<file path="config.mk">
export PLATFORM = sky130hd
export DESIGN_NAME = vkl_ram
export DESIGN_NICKNAME = d
export VERILOG_FILES = /design/src/rtl/vec4_keyframe_lerp_macros.svh /design/src/rtl/vkl_ram.sv
export SDC_FILE = /design/constraint.sdc
export NUM_CORES = 1
export LEC_CHECK = 0
export ABC_AREA = 0
export BUFFER_PORTS_ARGS = -buffer_cell sky130_fd_sc_hd__buf_2
export CELL_PAD_IN_SITES_DETAIL_PLACEMENT = 0
export CELL_PAD_IN_SITES_GLOBAL_PLACEMENT = 1
export CORE_UTILIZATION = 59
export DETAILED_ROUTE_END_ITERATION = 16
export MAX_ROUTING_LAYER = met4
export PLACE_DENSITY_LB_ADDON = 0.2
export SLEW_MARGIN = 5
export SYNTH_ARGS = -nofsm -noshare
export SYNTH_HDL_FRONTEND = slang
export SYNTH_SLANG_ARGS = --single-unit
</file>
<file path="constraint.sdc">
create_clock -name clock -period 7 [get_ports clock]
set_input_delay 1.4 -clock clock [delete_from_list [all_inputs] [get_ports clock]]
set_output_delay 1.4 -clock clock [all_outputs]
set_load 0.05 [all_outputs]
</file>
<file path="src/rtl/vec4_keyframe_lerp_macros.svh">
// Assertion macros shared by the keyframe interpolator RTL.
`ifndef VEC4_KEYFRAME_LERP_MACROS_SVH
`define VEC4_KEYFRAME_LERP_MACROS_SVH

`ifndef SYNTHESIS
`define VKL_ASSERT_SAME(label, clk, rst, ante, cons, msg) \
   label: assert property (@(posedge clk) disable iff (rst) (ante) |-> (cons)) else $error(msg);
`define VKL_ASSERT_NEXT(label, clk, rst, ante, cons, msg) \
   label: assert property (@(posedge clk) disable iff (rst) (ante) |=> (cons)) else $error(msg);
`else
`define VKL_ASSERT_SAME(label, clk, rst, ante, cons, msg)
`define VKL_ASSERT_NEXT(label, clk, rst, ante, cons, msg)
`endif

`endif

</file>
<file path="src/rtl/vkl_ram.sv">
// Generic single-port-write, single-port-read RAM with registered read data.
module vkl_ram #(
   parameter int  WIDTH = 32,
   parameter int  DEPTH = 16,
   localparam int AW    = (DEPTH > 1) ? $clog2(DEPTH) : 1
) (
   input  logic             clock,
   input  logic             wr_en,
   input  logic [AW-1:0]    wr_addr,
   input  logic [WIDTH-1:0] wr_data,
   input  logic             rd_en,
   input  logic [AW-1:0]    rd_addr,
   output logic [WIDTH-1:0] rd_data
);

   logic [WIDTH-1:0] mem_ff [DEPTH];
   logic [WIDTH-1:0] rd_data_ff;

   always_ff @(posedge clock) begin
      if (wr_en) begin
         mem_ff[wr_addr] <= wr_data;
      end
      if (rd_en) begin
         rd_data_ff <= mem_ff[rd_addr];
      end
   end

   assign rd_data = rd_data_ff;

endmodule

</file>
==> results of run 1 <==
[report_power, final]
part	internal, uW	switching, uW	total [uW]
clock network	1490	1130	2620
registers	3670	19.2	3690
logic	124	235	359
[state kept, by name, indices dropped and copies added (netlist names)]
signal	count
mem_ff	512
rd_data	32
[cells in the mapped netlist]
master,number,area share
buf_4,11,0.0041
nor3_1,4,0.00099
a22oi_1,64,0.024
nand2b_1,2,0.00062
nor2_1,13,0.0024
or3b_2,1,0.00043
nand2_1,33,0.0061
nand3_1,1,0.00025
and2_1,1,0.00031
clkbuf_1,17,0.0032
edfxtp_1,544,0.81
buf_2,4,0.00099
nor2b_1,2,0.00062
buf_6,2,0.0011
nand3b_1,2,0.00074
mux4_2,128,0.14
buf_1,9,0.0017
[final cells by class]
type | instances | area, um2
sequential | 544 | 16300
fill | 2085 | 10800
multi-input combinational | 251 | 3750
clock buffer | 63 | 1410
timing repair buffer | 99 | 569
tap | 448 | 561
clock inverter | 31 | 184
[critical path: stages]
cell and delay [ns]:
clkbuf_8 0.71, buf_4 0.60, mux4_2 0.57, a22oi_1 0.23
nand2_1 0.09
[cells by family (layout without fill, tap and decap cells)]
family	after synthesis	after routing	share of synthesized area
AOI/OAI and AO/OA	64	64	0.0238
buffers and inverters	43	193	0.0110
DFF	544	544	0.810
muxes	128	128	0.143
and+or+nand+nor	59	59	0.0125
[worst max path at each step]
stage | startpoint | to | slack [ns] | depth (start not counted)
finish | rd_addr[0] | rd_data[28]$_DFFE_PP_ | 3.69 | 5
global route | rd_addr[0] | rd_data[0]$_DFFE_PP_ | 3.44 | 5
CTS | rd_addr[0] | rd_data[28]$_DFFE_PP_ | 3.56 | 5
detailed placement | rd_addr[0] | rd_data[28]$_DFFE_PP_ | 2.97 | 5
global placement | rd_addr[0] | rd_data[28]$_DFFE_PP_ | 3.04 | 5
floorplan | wr_addr[2] | mem_ff[0][0]$_DFFE_PP_ | 2.42 | 2
[routing by layer]
layer,share of wire,up-vias,wire length (um),global-route usage
met1,0.40,4883,16600,0.354
li1,-,3824,-,-
met2,0.49,459,20600,0.397
met3,0.083,78,3480,0.0424
met5,0,-,0,-
met4,0.024,0,1000,0.0716
[stage by stage]
stage	utilization	instances	total power, uW
3_5_place_dp	0.631	1342	4120
4_1_cts	0.678	1436	6710
2_1_floorplan	-	838	3990
6_report	0.678	1436	6670
3_3_place_gp	0.631	1342	4110
5_1_grt	0.678	1436	6850
==> summary.txt, run 1 <==
Outcome
  • Run status: complete, no violations

Routing
  • DR vias: 9244
  • Final WL: 41700 um
  • Final ANT Viol Nets: 0
  • Via/cell ratio: 6.44
  • Drt first pass iters: 5
  • # DRC: 0
  • Initial drt markers: 1087
  • Average wire per standard cell: 29.1 um

Floorplan
  • Core area: 33600 um2
  • Die span in y: 187 um
  • Die Wd: 187 um
  • Initial core utilization: 0.600
  • Num ports: 75
  • Site row count: 67
  • Die area: 34900 um2

Clock network
  • Clock Path Buffers: 3
  • Hold Buf Count CTS: 0
  • Post-cts resize count: 0
  • CTS Sinks: 544
  • H-tree levels: 2
  • CTS tree: done
  • Register clock-pin slew on the reported worst setup and hold paths: 0.06 ns
  • Num CTS Buffers: 53
  • Worst-Skew Late Latency: 0.58 ns
  • Post-CTS setup buffer count: 0
  • Root Driver: clkbuf_16

Critical path
  • RR Endpoint: rd_data[13]$_DFFE_PP_
  • Crit path kind: input pin to register
  • RR Startpoint: mem_ff[9][13]$_DFFE_PP_
  • CP arrival: 3.62 ns
  • Worst Setup Start Kind: input pin
  • Reg2reg path depth: 3
  • Worst-path maximum fanout: 80
  • Endpoint class of the critical path: register
  • R2R Setup Slk: 5.51 ns
  • Critical Path RT: 7.31 ns

Global routing
  • Initial antenna violation count: 0
  • First-pass GRT wire length: 61600 um
  • Vias in the first global route: 9643
  • Grt ovf: 0
  • GRT Total Usage: 0.254
  • Largest net degree at the start of global routing: 81

STA
  • Post-layout min period: 3.31 ns
  • Clock skew: 0.0204 ns
  • Slew Viols, Final: 0
  • RSZ-0062 raised after global routing: false
  • Setup TNS: 0 ns
  • Fmax: 302 MHz
  • # setup viols final: 0
  • Hold Slack: 0.739 ns
  • Rel. slew slack: 0.326
  • Final hold violation count: 0
  • Final worst setup slack: 3.69 ns
  • Fin crit share: 0.473
  • Worst slew pin tran: 1.01 ns

Yosys
  • Syn Area/Cell: 24.1 um2
  • Post-Syn Nets: 881
  • Ys Warns: 0
  • Sequential share of the synthesized area: 0.810
  • Cell count after synthesis: 838
  • Cell variety after synth: 17
  • Synth Register Bits: 544
  • Cell Area, Synth: 20200 um2

Power
  • Maximum vdd drop: 0.245 mV
  • Power Density: 293 nW/um2
  • Pleak: 0.00729 uW

Placed design
  • DP Area: 21200 um2
  • Hpwl dp: 20200 um
  • GP Congestion: 0.727
  • Number of port buffers: 74
  • Pre-CTS setup slack: 2.97 ns

Layout
  • Post-layout nets: 992
  • Layout cell share with drive strength beyond 1: 0.317
  • Fin area: 22800 um2
  • Commonest non-fill, non-tap cell in the layout: edfxtp_1
  • Synthesis-to-layout area growth: 13.0%
  • Highest-count cells in the layout ignoring fill and taps: edfxtp_1 (544), mux4_2 (128), buf_2 (72), a22oi_1 (64), clkbuf_16 (55)
  • # diodes: 0

Min path
  • Min-delay src: mem_ff[15][31]$_DFFE_PP_
  • WHS Path Cells: 3
  • Hold Path Class: register to register
  • Hold endpoint: rd_data[31]$_DFFE_PP_

Run
  • Maxcap violations: 0
No activity file was read; power rests on OpenSTA's default activity.
==> inputs of run 2 (changes only) <==
- CORE_UTILIZATION: 59 -> 50
- clock period: 7 -> 2.85 ns (I/O delays scaled with it)
==> summary.txt, run 2 (synthesized netlist as in run 1, its figures left out) <==
Routing
  • Drt first pass iters: 5
  • DR vias: 9031
  • Final ANT Viol Nets: 0
  • Via/cell ratio: 5.90
  • Final WL: 42800 um
  • Initial drt markers: 721
  • # DRC: 0
  • Average wire per standard cell: 28.0 um

Floorplan
  • Initial core utilization: 0.508
  • Site row count: 73
  • Die span in y: 203 um
  • Core area: 39700 um2
  • Die area: 41200 um2
  • Num ports: 75
  • Die Wd: 203 um

Placed design
  • Hpwl dp: 20400 um
  • GP Congestion: 0.718
  • Number of port buffers: 74
  • DP Area: 21800 um2

Layout
  • Fin area: 23400 um2
  • Layout cell share with drive strength beyond 1: 0.331
  • Post-layout nets: 1005
  • Highest-count cells in the layout ignoring fill and taps: edfxtp_1 (544), mux4_2 (128), buf_2 (72), a22oi_1 (64), clkbuf_16 (55)
  • Biggest register: mem_ff
  • Commonest non-fill, non-tap cell in the layout: edfxtp_1
  • Flip-flop count of the largest register after layout: 512
  • Synthesis-to-layout area growth: 15.8%

Critical path
  • Slowest stage cell, crit path: edfxtp_1
  • Crit-path max cell delay: 0.41 ns
  • Worst Setup Start Kind: register
  • CP delay by family, top: flip-flops
  • Critical path, cell by cell: buf_2
  • Worst-path maximum fanout: 1
  • RR Startpoint: mem_ff[3][23]$_DFFE_PP_
  • CP arrival: 1.27 ns
  • R2R Setup Slk: 1.42 ns
  • RR Endpoint: rd_data[23]$_DFFE_PP_
  • Endpoint class of the critical path: primary output
  • Crit path kind: register to primary output
  • Critical path buffer and inverter count: 1
  • Reg2reg path depth: 3
  • Critical Path RT: 2.28 ns

STA
  • # setup viols final: 0
  • Hold Slack: 0.370 ns
  • Slew Viols, Final: 0
  • Post-layout min period: 1.84 ns
  • RSZ-0062 raised after global routing: false
  • Worst slew pin tran: 1.10 ns
  • Fmax: 545 MHz
  • Final hold violation count: 0
  • Rel. slew slack: 0.269
  • Setup TNS: 0 ns
  • Clock skew: 0.0116 ns
  • Fin crit share: 0.644

Clock network
  • CTS Sinks: 544
  • Post-CTS setup buffer count: 0
  • Clock Path Buffers: 3
  • H-tree levels: 2
  • Hold Buf Count CTS: 0
  • CTS tree: done
  • Post-cts resize count: 0
  • Root Driver: clkbuf_16
  • Register clock-pin slew on the reported worst setup and hold paths: 0.06 ns
  • Num CTS Buffers: 54
  • Worst-Skew Late Latency: 0.58 ns

Min path
  • Hold endpoint: mem_ff[4][11]$_DFFE_PP_
  • Hold Path Class: input pin to register
  • Min-delay src: wr_data[11]
  • WHS Path Cells: 1

Global routing
  • Initial antenna violation count: 1
  • Largest net degree at the start of global routing: 41
  • Grt ovf: 0
  • Vias in the first global route: 9438
  • First-pass GRT wire length: 63800 um
  • GRT Total Usage: 0.224

Power
  • Power Density: 708 nW/um2
  • Pleak: 0.00746 uW
  • Power, Total: 16500 uW
  • Maximum vdd drop: 0.423 mV

Run
  • Maxcap violations: 0

Outcome
  • Run status: complete, no violations
-- run 2: cell count changes in the layout (fill, tap and decap cells not counted) --
cell,before,now
clkinv_1,20,15
buf_12,0,26
clkinv_2,8,13
clkinvlp_4,0,1
and2_2,0,1
buf_4,26,12
nor3_4,0,4
and2_1,1,0
clkbuf_1,8,11
nor3_2,4,0
diode_2,0,1
-- run 2: worst max-delay path by stage --
stage	from	to	slack [ns]	depth (start not counted)
floorplan	wr_addr[2]	mem_ff[1][0]$_DFFE_PP_	-0.03	2
global placement	rd_addr[0]	rd_data[23]$_DFFE_PP_	0.45	5
finish	rd_data[19]$_DFFE_PP_	rd_data[19]	1.01	1
detailed placement	rd_addr[0]	rd_data[0]$_DFFE_PP_	0.41	5
global route	rd_addr[0]	rd_data[0]$_DFFE_PP_	0.92	5
CTS	rd_data[20]$_DFFE_PP_	rd_data[20]	0.98	1
-- run 2: power breakdown --
group	leakage, uW	switching, uW	total (uW)	internal (uW)
sequential	0.00494	50.1	9060	9010
clock	0.000798	2850	6540	3690
combinational	0.00172	590	932	343
total	0.00746	3490	16500	13000
-- run 2: cell type report --
type / instances / area, um2
Multi-Input combinational cell: 251 / 3770
Timing Repair Buffer: 111 / 985
Sequential cell: 544 / 16300
Antenna cell: 1 / 2.50
Clock buffer: 66 / 1420
Clock inverter: 32 / 198
Fill cell: 2867 / 16400
Tap cell: 525 / 657
-- run 2: layer usage --
metal,share of wire,up-vias,GRT usage
met3,0.047,57,0.0291
met4,0.015,0,0.0462
met2,0.52,229,0.373
met1,0.42,4882,0.301
li1,-,3863,-
met5,0,-,-
-- run 2: stage by stage --
stage,worst slack (ns),instances,util
floorplan,-0.0280,838,-
global placement,0.447,1431,0.547
detailed placement,0.412,1431,0.547
CTS,0.977,1529,0.588
global route,0.920,1530,0.588
finish,1.01,1530,0.588
